--- src/rtl/core/spws_pkg.sv ---
// ----------------------------------------------------------------------------
// spws_pkg
// Shared types and constants of the spectral peak window selector: the
// register map, the layout of one result, and the status codes.
// ----------------------------------------------------------------------------
package spws_pkg;

  localparam int SAMPLE_BITS_DEF = 32;
  localparam int INDEX_BITS_DEF  = 16;

  // Width of index and count fields on the result side
  localparam int POS_BITS        = 16;
  localparam int CFG_DATA_BITS   = 32;
  localparam int CFG_INDEX_BITS  = 3;
  localparam int OUT_DATA_BITS   = 72;
  localparam int QUEUE_DEPTH     = 4;

  localparam logic [CFG_INDEX_BITS-1:0] CFG_FLOOR_LEVEL    = 3'd0;
  localparam logic [CFG_INDEX_BITS-1:0] CFG_MIN_PROMINENCE = 3'd1;
  localparam logic [CFG_INDEX_BITS-1:0] CFG_WINDOW_RADIUS  = 3'd2;
  localparam logic [CFG_INDEX_BITS-1:0] CFG_MAX_WINDOWS    = 3'd3;
  localparam logic [CFG_INDEX_BITS-1:0] CFG_INVALID_CODE   = 3'd4;

  localparam logic [1:0] STATUS_OK         = 2'd0;
  localparam logic [1:0] STATUS_OVERFLOW   = 2'd1;
  localparam logic [1:0] STATUS_BAD_LENGTH = 2'd2;
  localparam logic [1:0] STATUS_UNUSED     = 2'd3;

  typedef struct packed {
    logic signed [31:0] floor_level;
    logic [30:0]        min_prominence;
    logic [15:0]        window_radius;
    logic [15:0]        max_windows;
    logic [31:0]        invalid_code;
  } cfg_t;

  typedef struct packed {
    logic                present;
    logic [POS_BITS-1:0] win_start;
    logic [POS_BITS-1:0] win_end;
    logic [POS_BITS-1:0] win_peak;
    logic                done;
    logic [1:0]          status;
    logic [POS_BITS-1:0] total;
  } result_t;

  // Results produced by one accepted sample, in delivery order
  typedef struct packed {
    logic [1:0] count;
    result_t    r0;
    result_t    r1;
  } push_t;

endpackage

--- src/rtl/core/spws_detect.sv ---
// ----------------------------------------------------------------------------
// spws_detect
// Peak test on the middle of the last three samples, window building and
// merging, and end-of-trace flush. One sample is processed per accept.
// ----------------------------------------------------------------------------
module spws_detect #(
  parameter int SAMPLE_BITS = spws_pkg::SAMPLE_BITS_DEF,
  parameter int INDEX_BITS  = spws_pkg::INDEX_BITS_DEF
) (
  input  logic                          clk,
  input  logic                          rst,
  input  logic                          accept,
  input  logic signed [SAMPLE_BITS-1:0] sample,
  input  logic                          eot,
  input  spws_pkg::cfg_t                cfg,
  output spws_pkg::push_t               push
);
  import spws_pkg::*;

  localparam int LAST_BITS = POS_BITS + 1;
  localparam int CNT_BITS  = INDEX_BITS + 1;
  localparam logic [CNT_BITS-1:0] MAX_LEN = CNT_BITS'((1 << INDEX_BITS) - 1);
  localparam int THR_BITS  = 34;

  logic signed [SAMPLE_BITS-1:0] older_sample, older_sample_next;
  logic signed [SAMPLE_BITS-1:0] middle_sample, middle_sample_next;
  logic [CNT_BITS-1:0]           sample_index, sample_index_next;
  logic                          open_valid, open_valid_next;
  logic [INDEX_BITS-1:0]         open_first, open_first_next;
  logic [LAST_BITS-1:0]          open_last, open_last_next;
  logic [INDEX_BITS-1:0]         open_peak_index, open_peak_index_next;
  logic signed [SAMPLE_BITS-1:0] open_peak_value, open_peak_value_next;
  logic [POS_BITS-1:0]           windows_sent, windows_sent_next;
  logic                          overflow_flag, overflow_flag_next;

  logic                          in_range;
  logic [INDEX_BITS-1:0]         p;
  logic signed [THR_BITS-1:0]    thr;
  logic signed [THR_BITS-1:0]    v_ext;
  logic                          is_peak;
  logic [LAST_BITS-1:0]          p_w, rad_w, first_w, last_w;
  logic                          merge;
  logic                          full;
  logic                          emit;
  logic                          bad_len;
  logic [LAST_BITS-1:0]          clamp_last;
  result_t                       r_emit, r_final;

  always_comb begin
    in_range = !overflow_flag && (sample_index >= CNT_BITS'(2)) &&
               (sample_index <= MAX_LEN - CNT_BITS'(1));
    p        = sample_index[INDEX_BITS-1:0] - INDEX_BITS'(1);
    thr      = THR_BITS'($signed(cfg.floor_level)) +
               $signed({3'b000, cfg.min_prominence});
    v_ext    = THR_BITS'(middle_sample);
    is_peak  = in_range && (middle_sample != cfg.invalid_code[SAMPLE_BITS-1:0]) &&
               (v_ext >= thr) && (middle_sample >= older_sample) &&
               (middle_sample >= sample);

    p_w     = LAST_BITS'(p);
    rad_w   = LAST_BITS'(cfg.window_radius);
    first_w = (p_w > rad_w) ? p_w - rad_w : '0;
    last_w  = p_w + rad_w;
    merge   = open_valid &&
              ({1'b0, first_w} <= {1'b0, open_last} + (LAST_BITS + 1)'(1));
    full    = ({1'b0, windows_sent} + (POS_BITS + 1)'(open_valid)) >=
              {1'b0, cfg.max_windows};

    older_sample_next    = middle_sample;
    middle_sample_next   = sample;
    sample_index_next    = (sample_index <= MAX_LEN) ? sample_index + CNT_BITS'(1)
                                                     : sample_index;
    open_valid_next      = open_valid;
    open_first_next      = open_first;
    open_last_next       = open_last;
    open_peak_index_next = open_peak_index;
    open_peak_value_next = open_peak_value;
    windows_sent_next    = windows_sent;
    overflow_flag_next   = overflow_flag;
    emit                 = 1'b0;

    r_emit           = '0;
    r_emit.present   = 1'b1;
    r_emit.win_start = POS_BITS'(open_first);
    r_emit.win_end   = open_last[POS_BITS-1:0];
    r_emit.win_peak  = POS_BITS'(open_peak_index);

    if (is_peak) begin
      if (merge) begin
        if (last_w > open_last) begin
          open_last_next = last_w;
        end
        // ties keep the older peak
        if (middle_sample > open_peak_value) begin
          open_peak_index_next = p;
          open_peak_value_next = middle_sample;
        end
      end else if (full) begin
        overflow_flag_next = 1'b1;
      end else begin
        if (open_valid) begin
          emit              = 1'b1;
          windows_sent_next = windows_sent + POS_BITS'(1);
        end
        open_valid_next      = 1'b1;
        open_first_next      = first_w[INDEX_BITS-1:0];
        open_last_next       = last_w;
        open_peak_index_next = p;
        open_peak_value_next = middle_sample;
      end
    end

    bad_len    = (sample_index < CNT_BITS'(2)) || (sample_index >= MAX_LEN);
    clamp_last = (open_last_next > LAST_BITS'(sample_index)) ? LAST_BITS'(sample_index)
                                                              : open_last_next;
    r_final      = '0;
    r_final.done = 1'b1;
    if (bad_len) begin
      r_final.status = STATUS_BAD_LENGTH;
      r_final.total  = windows_sent_next;
    end else begin
      r_final.status = overflow_flag_next ? STATUS_OVERFLOW : STATUS_OK;
      if (open_valid_next) begin
        r_final.present   = 1'b1;
        r_final.win_start = POS_BITS'(open_first_next);
        r_final.win_end   = clamp_last[POS_BITS-1:0];
        r_final.win_peak  = POS_BITS'(open_peak_index_next);
        r_final.total     = windows_sent_next + POS_BITS'(1);
      end else begin
        r_final.total = windows_sent_next;
      end
    end

    push.count = accept ? ({1'b0, emit} + {1'b0, eot}) : 2'd0;
    push.r0    = emit ? r_emit : r_final;
    push.r1    = r_final;
  end

  always_ff @(posedge clk) begin
    if (rst) begin
      older_sample    <= '0;
      middle_sample   <= '0;
      sample_index    <= '0;
      open_valid      <= 1'b0;
      open_first      <= '0;
      open_last       <= '0;
      open_peak_index <= '0;
      open_peak_value <= '0;
      windows_sent    <= '0;
      overflow_flag   <= 1'b0;
    end else if (accept) begin
      if (eot) begin
        // start the next trace from a clean slate
        older_sample    <= '0;
        middle_sample   <= '0;
        sample_index    <= '0;
        open_valid      <= 1'b0;
        open_first      <= '0;
        open_last       <= '0;
        open_peak_index <= '0;
        open_peak_value <= '0;
        windows_sent    <= '0;
        overflow_flag   <= 1'b0;
      end else begin
        older_sample    <= older_sample_next;
        middle_sample   <= middle_sample_next;
        sample_index    <= sample_index_next;
        open_valid      <= open_valid_next;
        open_first      <= open_first_next;
        open_last       <= open_last_next;
        open_peak_index <= open_peak_index_next;
        open_peak_value <= open_peak_value_next;
        windows_sent    <= windows_sent_next;
        overflow_flag   <= overflow_flag_next;
      end
    end
  end

endmodule

--- src/rtl/core/spws_queue.sv ---
// ----------------------------------------------------------------------------
// spws_queue
// Small result queue: takes up to two results per cycle, hands out one while out_ready is high.
// ----------------------------------------------------------------------------
module spws_queue #(
  parameter int DEPTH = spws_pkg::QUEUE_DEPTH
) (
  input  logic              clk,
  input  logic              rst,
  input  spws_pkg::push_t   push,
  output logic              room,
  output logic              out_valid,
  input  logic              out_ready,
  output spws_pkg::result_t out_data
);
  import spws_pkg::*;

  localparam int PW = $clog2(DEPTH);

  result_t         mem [DEPTH];
  logic [PW-1:0]   wr_ptr, rd_ptr;
  logic [PW:0]     count, count_next;
  logic            pop;

  assign out_valid  = (count != '0);
  assign out_data   = mem[rd_ptr];
  assign pop        = out_valid && out_ready;
  assign room       = (count <= (PW + 1)'(DEPTH - 2));
  assign count_next = count + (PW + 1)'(push.count) - (PW + 1)'(pop);

  always_ff @(posedge clk) begin
    if (push.count != 2'd0) begin
      mem[wr_ptr] <= push.r0;
    end
    if (push.count == 2'd2) begin
      mem[wr_ptr + PW'(1)] <= push.r1;
    end
  end

  always_ff @(posedge clk) begin
    if (rst) begin
      wr_ptr <= '0;
      rd_ptr <= '0;
      count  <= '0;
    end else begin
      wr_ptr <= wr_ptr + PW'(push.count);
      if (pop) begin
        rd_ptr <= rd_ptr + PW'(1);
      end
      count <= count_next;
    end
  end

endmodule

--- src/rtl/core/spectral_peak_window_select.sv ---
// Results of an accepted sample go through the result queue to the master side.
// Throughput: one sample per cycle; a sample that closes one window and ends the
// trace yields two results, drained one per cycle while m_tready is high through a
// four-entry result queue. s_tready drops while under two queue entries are free.
// Reset (rst, synchronous): clears trace state and the queue, loads register defaults.
// ----------------------------------------------------------------------------
// spectral_peak_window_select
// Finds local maxima in a spectrum trace, widens them to windows, merges
// touching windows and streams the finished windows plus a trace status.
// ----------------------------------------------------------------------------
module spectral_peak_window_select #(
  parameter int SAMPLE_BITS = spws_pkg::SAMPLE_BITS_DEF,
  parameter int INDEX_BITS  = spws_pkg::INDEX_BITS_DEF
) (
  input  logic                                clk,
  input  logic                                rst,
  input  logic                                s_tvalid,
  output logic                                s_tready,
  input  logic [((SAMPLE_BITS+7)/8)*8-1:0]    s_tdata,   // sample_value
  input  logic                                s_tlast,   // end_of_trace
  output logic                                m_tvalid,
  input  logic                                m_tready,
  // window start, window end, peak position, status_code, window_total, zero pad
  output logic [spws_pkg::OUT_DATA_BITS-1:0]  m_tdata,
  output logic                                m_tuser,   // window_present
  output logic                                m_tlast,   // trace_done
  input  logic                                cfg_valid,
  output logic                                cfg_ready,
  input  logic [spws_pkg::CFG_INDEX_BITS-1:0] cfg_index,
  input  logic [spws_pkg::CFG_DATA_BITS-1:0]  cfg_data
);
  import spws_pkg::*;

  localparam int PAD_BITS = OUT_DATA_BITS - (4 * POS_BITS + 2);

  cfg_t    cfg;
  push_t   push;
  result_t res;
  logic    accept;
  logic    room;

  assign cfg_ready = 1'b1;
  assign s_tready  = room;
  assign accept    = s_tvalid && s_tready;

  always_ff @(posedge clk) begin
    if (rst) begin
      cfg.floor_level    <= '0;
      cfg.min_prominence <= '0;
      cfg.window_radius  <= '0;
      cfg.max_windows    <= 16'd1;
      cfg.invalid_code   <= 32'h8000_0000;
    end else if (cfg_valid && cfg_ready) begin
      case (cfg_index)
        CFG_FLOOR_LEVEL:    cfg.floor_level    <= cfg_data;
        CFG_MIN_PROMINENCE: cfg.min_prominence <= cfg_data[30:0];
        CFG_WINDOW_RADIUS:  cfg.window_radius  <= cfg_data[15:0];
        CFG_MAX_WINDOWS:    cfg.max_windows    <= cfg_data[15:0];
        CFG_INVALID_CODE:   cfg.invalid_code   <= cfg_data;
        default: begin
          // unmapped index: drop the write
        end
      endcase
    end
  end

  spws_detect #(
    .SAMPLE_BITS (SAMPLE_BITS),
    .INDEX_BITS  (INDEX_BITS)
  ) u_detect (
    .clk    (clk),
    .rst    (rst),
    .accept (accept),
    .sample (s_tdata[SAMPLE_BITS-1:0]),
    .eot    (s_tlast),
    .cfg    (cfg),
    .push   (push)
  );

  spws_queue #(
    .DEPTH (QUEUE_DEPTH)
  ) u_queue (
    .clk       (clk),
    .rst       (rst),
    .push      (push),
    .room      (room),
    .out_valid (m_tvalid),
    .out_ready (m_tready),
    .out_data  (res)
  );

  assign m_tdata = {{PAD_BITS{1'b0}}, res.total, res.status, res.win_peak,
                    res.win_end, res.win_start};
  assign m_tuser = res.present;
  assign m_tlast = res.done;

endmodule

--- config.mk ---
export PLATFORM = sky130hd
export DESIGN_NAME = spectral_peak_window_select
export DESIGN_NICKNAME = d
export VERILOG_FILES = /design/src/rtl/core/spws_pkg.sv /design/src/rtl/core/spws_detect.sv /design/src/rtl/core/spws_queue.sv /design/src/rtl/core/spectral_peak_window_select.sv
export SDC_FILE = /design/constraint.sdc
export NUM_CORES = 2
export LEC_CHECK = 0
export BUFFER_PORTS_ARGS = -buffer_cell sky130_fd_sc_hd__clkbuf_2
export CORE_ASPECT_RATIO = 1.4
export CORE_MARGIN = 2
export CORE_UTILIZATION = 57
export CTS_BUF_LIST = sky130_fd_sc_hd__clkbuf_8 sky130_fd_sc_hd__clkbuf_16
export DETAILED_ROUTE_END_ITERATION = 12
export PLACE_DENSITY_LB_ADDON = 0.25
export SLEW_MARGIN = 0
export SYNTH_ARGS = -nofsm -noshare
export SYNTH_HDL_FRONTEND = slang
export SYNTH_SLANG_ARGS = --single-unit
--- constraint.sdc ---
create_clock -name clk -period 10.7 [get_ports clk]
set_clock_uncertainty 0.15 [all_clocks]
set_input_delay 1.07 -clock clk [delete_from_list [all_inputs] [get_ports clk]]
set_output_delay 1.07 -clock clk [all_outputs]
set_load 0.02 [all_outputs]
==> results_dict.tcl <==
set metrics [dict create \
    status "completed" \
    detail_route.iter0.violations 2112 \
    yosysTopAreaCell "edfxtp_1" \
    cp-start-kind "register" \
    worst_slew_pin_slew_ns 1.204 \
    crit_family "compound AO/OA/AOI/OAI gates" \
    drt-total-wl_um 98910 \
    hold_viol 0 \
    layout.cells.non_filler 4479 \
    dr.pass1.iters 7 \
    crit_top_cell "o21a_1" \
    synth_warnings 0 \
    clkLatencyLatePin_ns 0.63 \
    dp_hpwl_um 69640 \
    ctsResizeCount 0 \
    peakVddDrop_mv 0.1296 \
    fmax_mhz 100.2 \
    power_leakage_nw 13.84 \
    syn_area_mm2 0.03390 \
    die_area_mm2 0.06147 \
    critPathKind "reg -> reg" \
    core_area_mm2 0.05873 \
    grt_pass1_vias 26957 \
    crit_start "u_detect.sample_index[6]$_SDFFE_PP0P_" \
    clock_sinks 588 \
    cts_tree "yes" \
    cts_max_path_buffers 3 \
    grt_pass1_wl_um 152500 \
    cts_root_buf "clkbuf_16" \
    fin_tns_setup_ns 0 \
    cts-buffers-inserted 56 \
    drive_gt1_share_pct 10.64 \
    viasPerCell 6.164 \
    reg2reg_to "u_queue.mem[2][39]$_DFFE_PP_" \
    setup_viol 0 \
    crit_path_end "u_queue.mem[2][39]$_DFFE_PP_" \
    vias 27609 \
    ctsHoldBuffers 0 \
    avgSynthCellArea_um2 9.307 \
    min_path_type "reg -> reg" \
    synth_cell_type_count 86 \
    htreeDepth 2 \
    p_per_area_mw_per_mm2 160.7 \
    rsz0062_at_grt "false" \
    max_stage_delay_ns 0.59 \
    ys_seq_area_share_pct 42.63 \
    netlist_top_cells_count "548 x nand2_1, 320 x dfxtp_1, 311 x a21oi_1, 283 x nor2_1, 273 x ha_1" \
    synth-async-reset-ratio_pct 0 \
    synth-edff-count 268 \
    io_pins 150 \
    io_buffers 142 \
    cp_max_fo 29 \
    slew_headroom_pct 19.71 \
    hp-start "u_detect.older_sample[11]$_SDFFE_PP0P_" \
    fp-row-count 105 \
    maxCapViolCount 0 \
    grt_overflow_total 0 \
    start_util_pct 57.73 \
    critPathArrivalTime_ns 10.19 \
    dp_cells 4378 \
    clk_pin_slew_worst_paths_ns 0.06 \
    fp.dieW_um 210.1 \
    synthMostInstantiatedCell "nand2_1" \
    cp.buffers_inverters 2 \
    die_y_um 292.6 \
    diodes 0 \
    drc_errors 0 \
    min_period_over_period_pct 93.24 \
    cts_setup_buffers 0 \
    critPathCaptureType "register" \
    synth.area.top_cells "edfxtp_1 24%, dfxtp_1 19%, ha_1 10%" \
    wire_per_inst_um 22.08 \
    final_nets 4037 \
    reg2regPathDepth 35 \
    synth_top_flop_cell "dfxtp_1" \
    yosysTopAreaCellShare_pct 23.74 \
    final-max-slew-violation-count 0 \
    synthCells 3643 \
    layout_min_cycle_time_ns 9.977 \
    ant_nets 0 \
    antenna_found_initial 0 \
    syn2layout_area_growth_pct 9.182 \
    synth-seq-cells 588 \
    crit_cells 35 \
    grtUsageTotal_pct 31.94 \
    critPathRequiredTime_ns 10.91 \
    grt_max_degree 105 \
    place.gp.congestion 0.9926 \
    r2r_start "u_detect.sample_index[6]$_SDFFE_PP0P_" \
    crit_slowest_cell "o21ai_1" \
    rrSetupSlack_ns 0.72 \
]
==> layout make-up <==
| type | count | area [µm²] |
|---|---|---|
| Fill cell | 4913 | 21710 |
| Multi-Input combinational cell | 2634 | 17900 |
| Sequential cell | 588 | 14460 |
| Clock buffer | 61 | 1481 |
| Timing Repair Buffer | 192 | 1145 |
| Tap cell | 749 | 937.1 |
| Inverter | 215 | 807.0 |
| Clock inverter | 40 | 289.0 |
==> metal layers <==
layer	up-vias	share of wire [%]	global-route usage, %
met4	0	5.6	16.31
met1	13252	38	37.77
met2	1081	50	56.95
met3	254	6.3	3.785
li1	13022	-	-
met5	-	0	0
==> state kept, by name, summed over array words and instances, names as in the netlist, named ones only <==
register                  flops
u_detect.open_last           17
u_detect.open_valid           1
u_detect.older_sample        32
u_detect.middle_sample       32
u_detect.overflow_flag        1
u_queue.mem                 272
u_queue.rd_ptr                2
u_detect.open_peak_value     32
cfg                         127
u_detect.open_first          16
u_detect.sample_index        17
u_detect.windows_sent        16
u_queue.wr_ptr                2
u_queue.count                 3
u_detect.open_peak_index     16
==> per-stage QoR <==
step | setup slack (ns) | cell area, µm² | power (mW) | util, % | hold slack [ns]
after floorplan | 0.4987 | 33920 | 3.555 | - | 0.2682
after global placement | 1.052 | 35250 | 4.014 | 60.02 | 0.2823
after detailed placement | 0.9041 | 35250 | 4.028 | 60.02 | 0.2901
after CTS | 0.8765 | 37020 | 5.965 | 63.03 | 0.3012
after global routing | 0.1881 | 37020 | 6.181 | 63.03 | 0.3141
final | 0.7235 | 37020 | 5.948 | 63.03 | 0.2999
==> kinds of logic (layout without fill, tap and decap cells) <==
| group | count (synthesis) | count (layout) | synth area share [%] |
|---|---|---|---|
| fa+ha+maj | 277 | 277 | 10.31 |
| flops | 588 | 588 | 42.63 |
| simple gates | 1207 | 1207 | 16.23 |
| xor+xnor | 171 | 171 | 4.417 |
| other cells | 2 | 7 | 0.02215 |
| compound gates | 861 | 861 | 15.68 |
| mux | 111 | 111 | 5.805 |
| buf+inv | 426 | 508 | 4.893 |
==> tightest hold or removal path, stage by stage (launching register included) <==
cell and delay [ns]:
dfxtp_1 0.31, nand2_1 0.05, a21oi_1 0.05
==> cell usage in the layout (no fill, tap or decap), types with 10 or more instances in the layout <==
cell type,n
a21o_1,63
a21oi_1,308
a22o_1,92
a22oi_1,41
a31oi_1,10
and3_1,17
buf_4,46
clkbuf_16,57
clkbuf_2,141
dfxtp_1,318
edfxtp_1,268
ha_1,273
inv_1,235
mux2i_1,38
mux4_2,68
nand2_1,547
nand2b_1,17
nand3_1,51
nand3b_1,40
nand4_1,69
nor2_1,280
nor2b_1,23
nor3_1,70
nor4_1,18
o21a_1,22
o21ai_0,226
o21bai_1,10
or2_2,12
or3_1,12
xnor2_1,138
xor2_1,33
==> where the power goes <==
| group | total, mW | internal [mW] | switching, mW |
|---|---|---|---|
| Sequential | 2.51 | 2.42 | 0.0926 |
| Combinational | 1.47 | 0.554 | 0.918 |
| Clock | 1.96 | 1.09 | 0.879 |
==> worst min path at each step <==
stage | end | slack, ns | cells after the start
global route | u_detect.older_sample[22]$_SDFFE_PP0P_ | 0.31 | 2
CTS | u_detect.older_sample[11]$_SDFFE_PP0P_ | 0.30 | 2
floorplan | u_queue.mem[3][18]$_SDFFE_PP1P_ | 0.27 | 2
finish | u_detect.older_sample[11]$_SDFFE_PP0P_ | 0.30 | 2
detailed placement | u_queue.mem[3][18]$_SDFFE_PP1P_ | 0.29 | 2
global placement | u_queue.mem[3][18]$_SDFFE_PP1P_ | 0.28 | 2
Power figures use the tool's default switching activity.
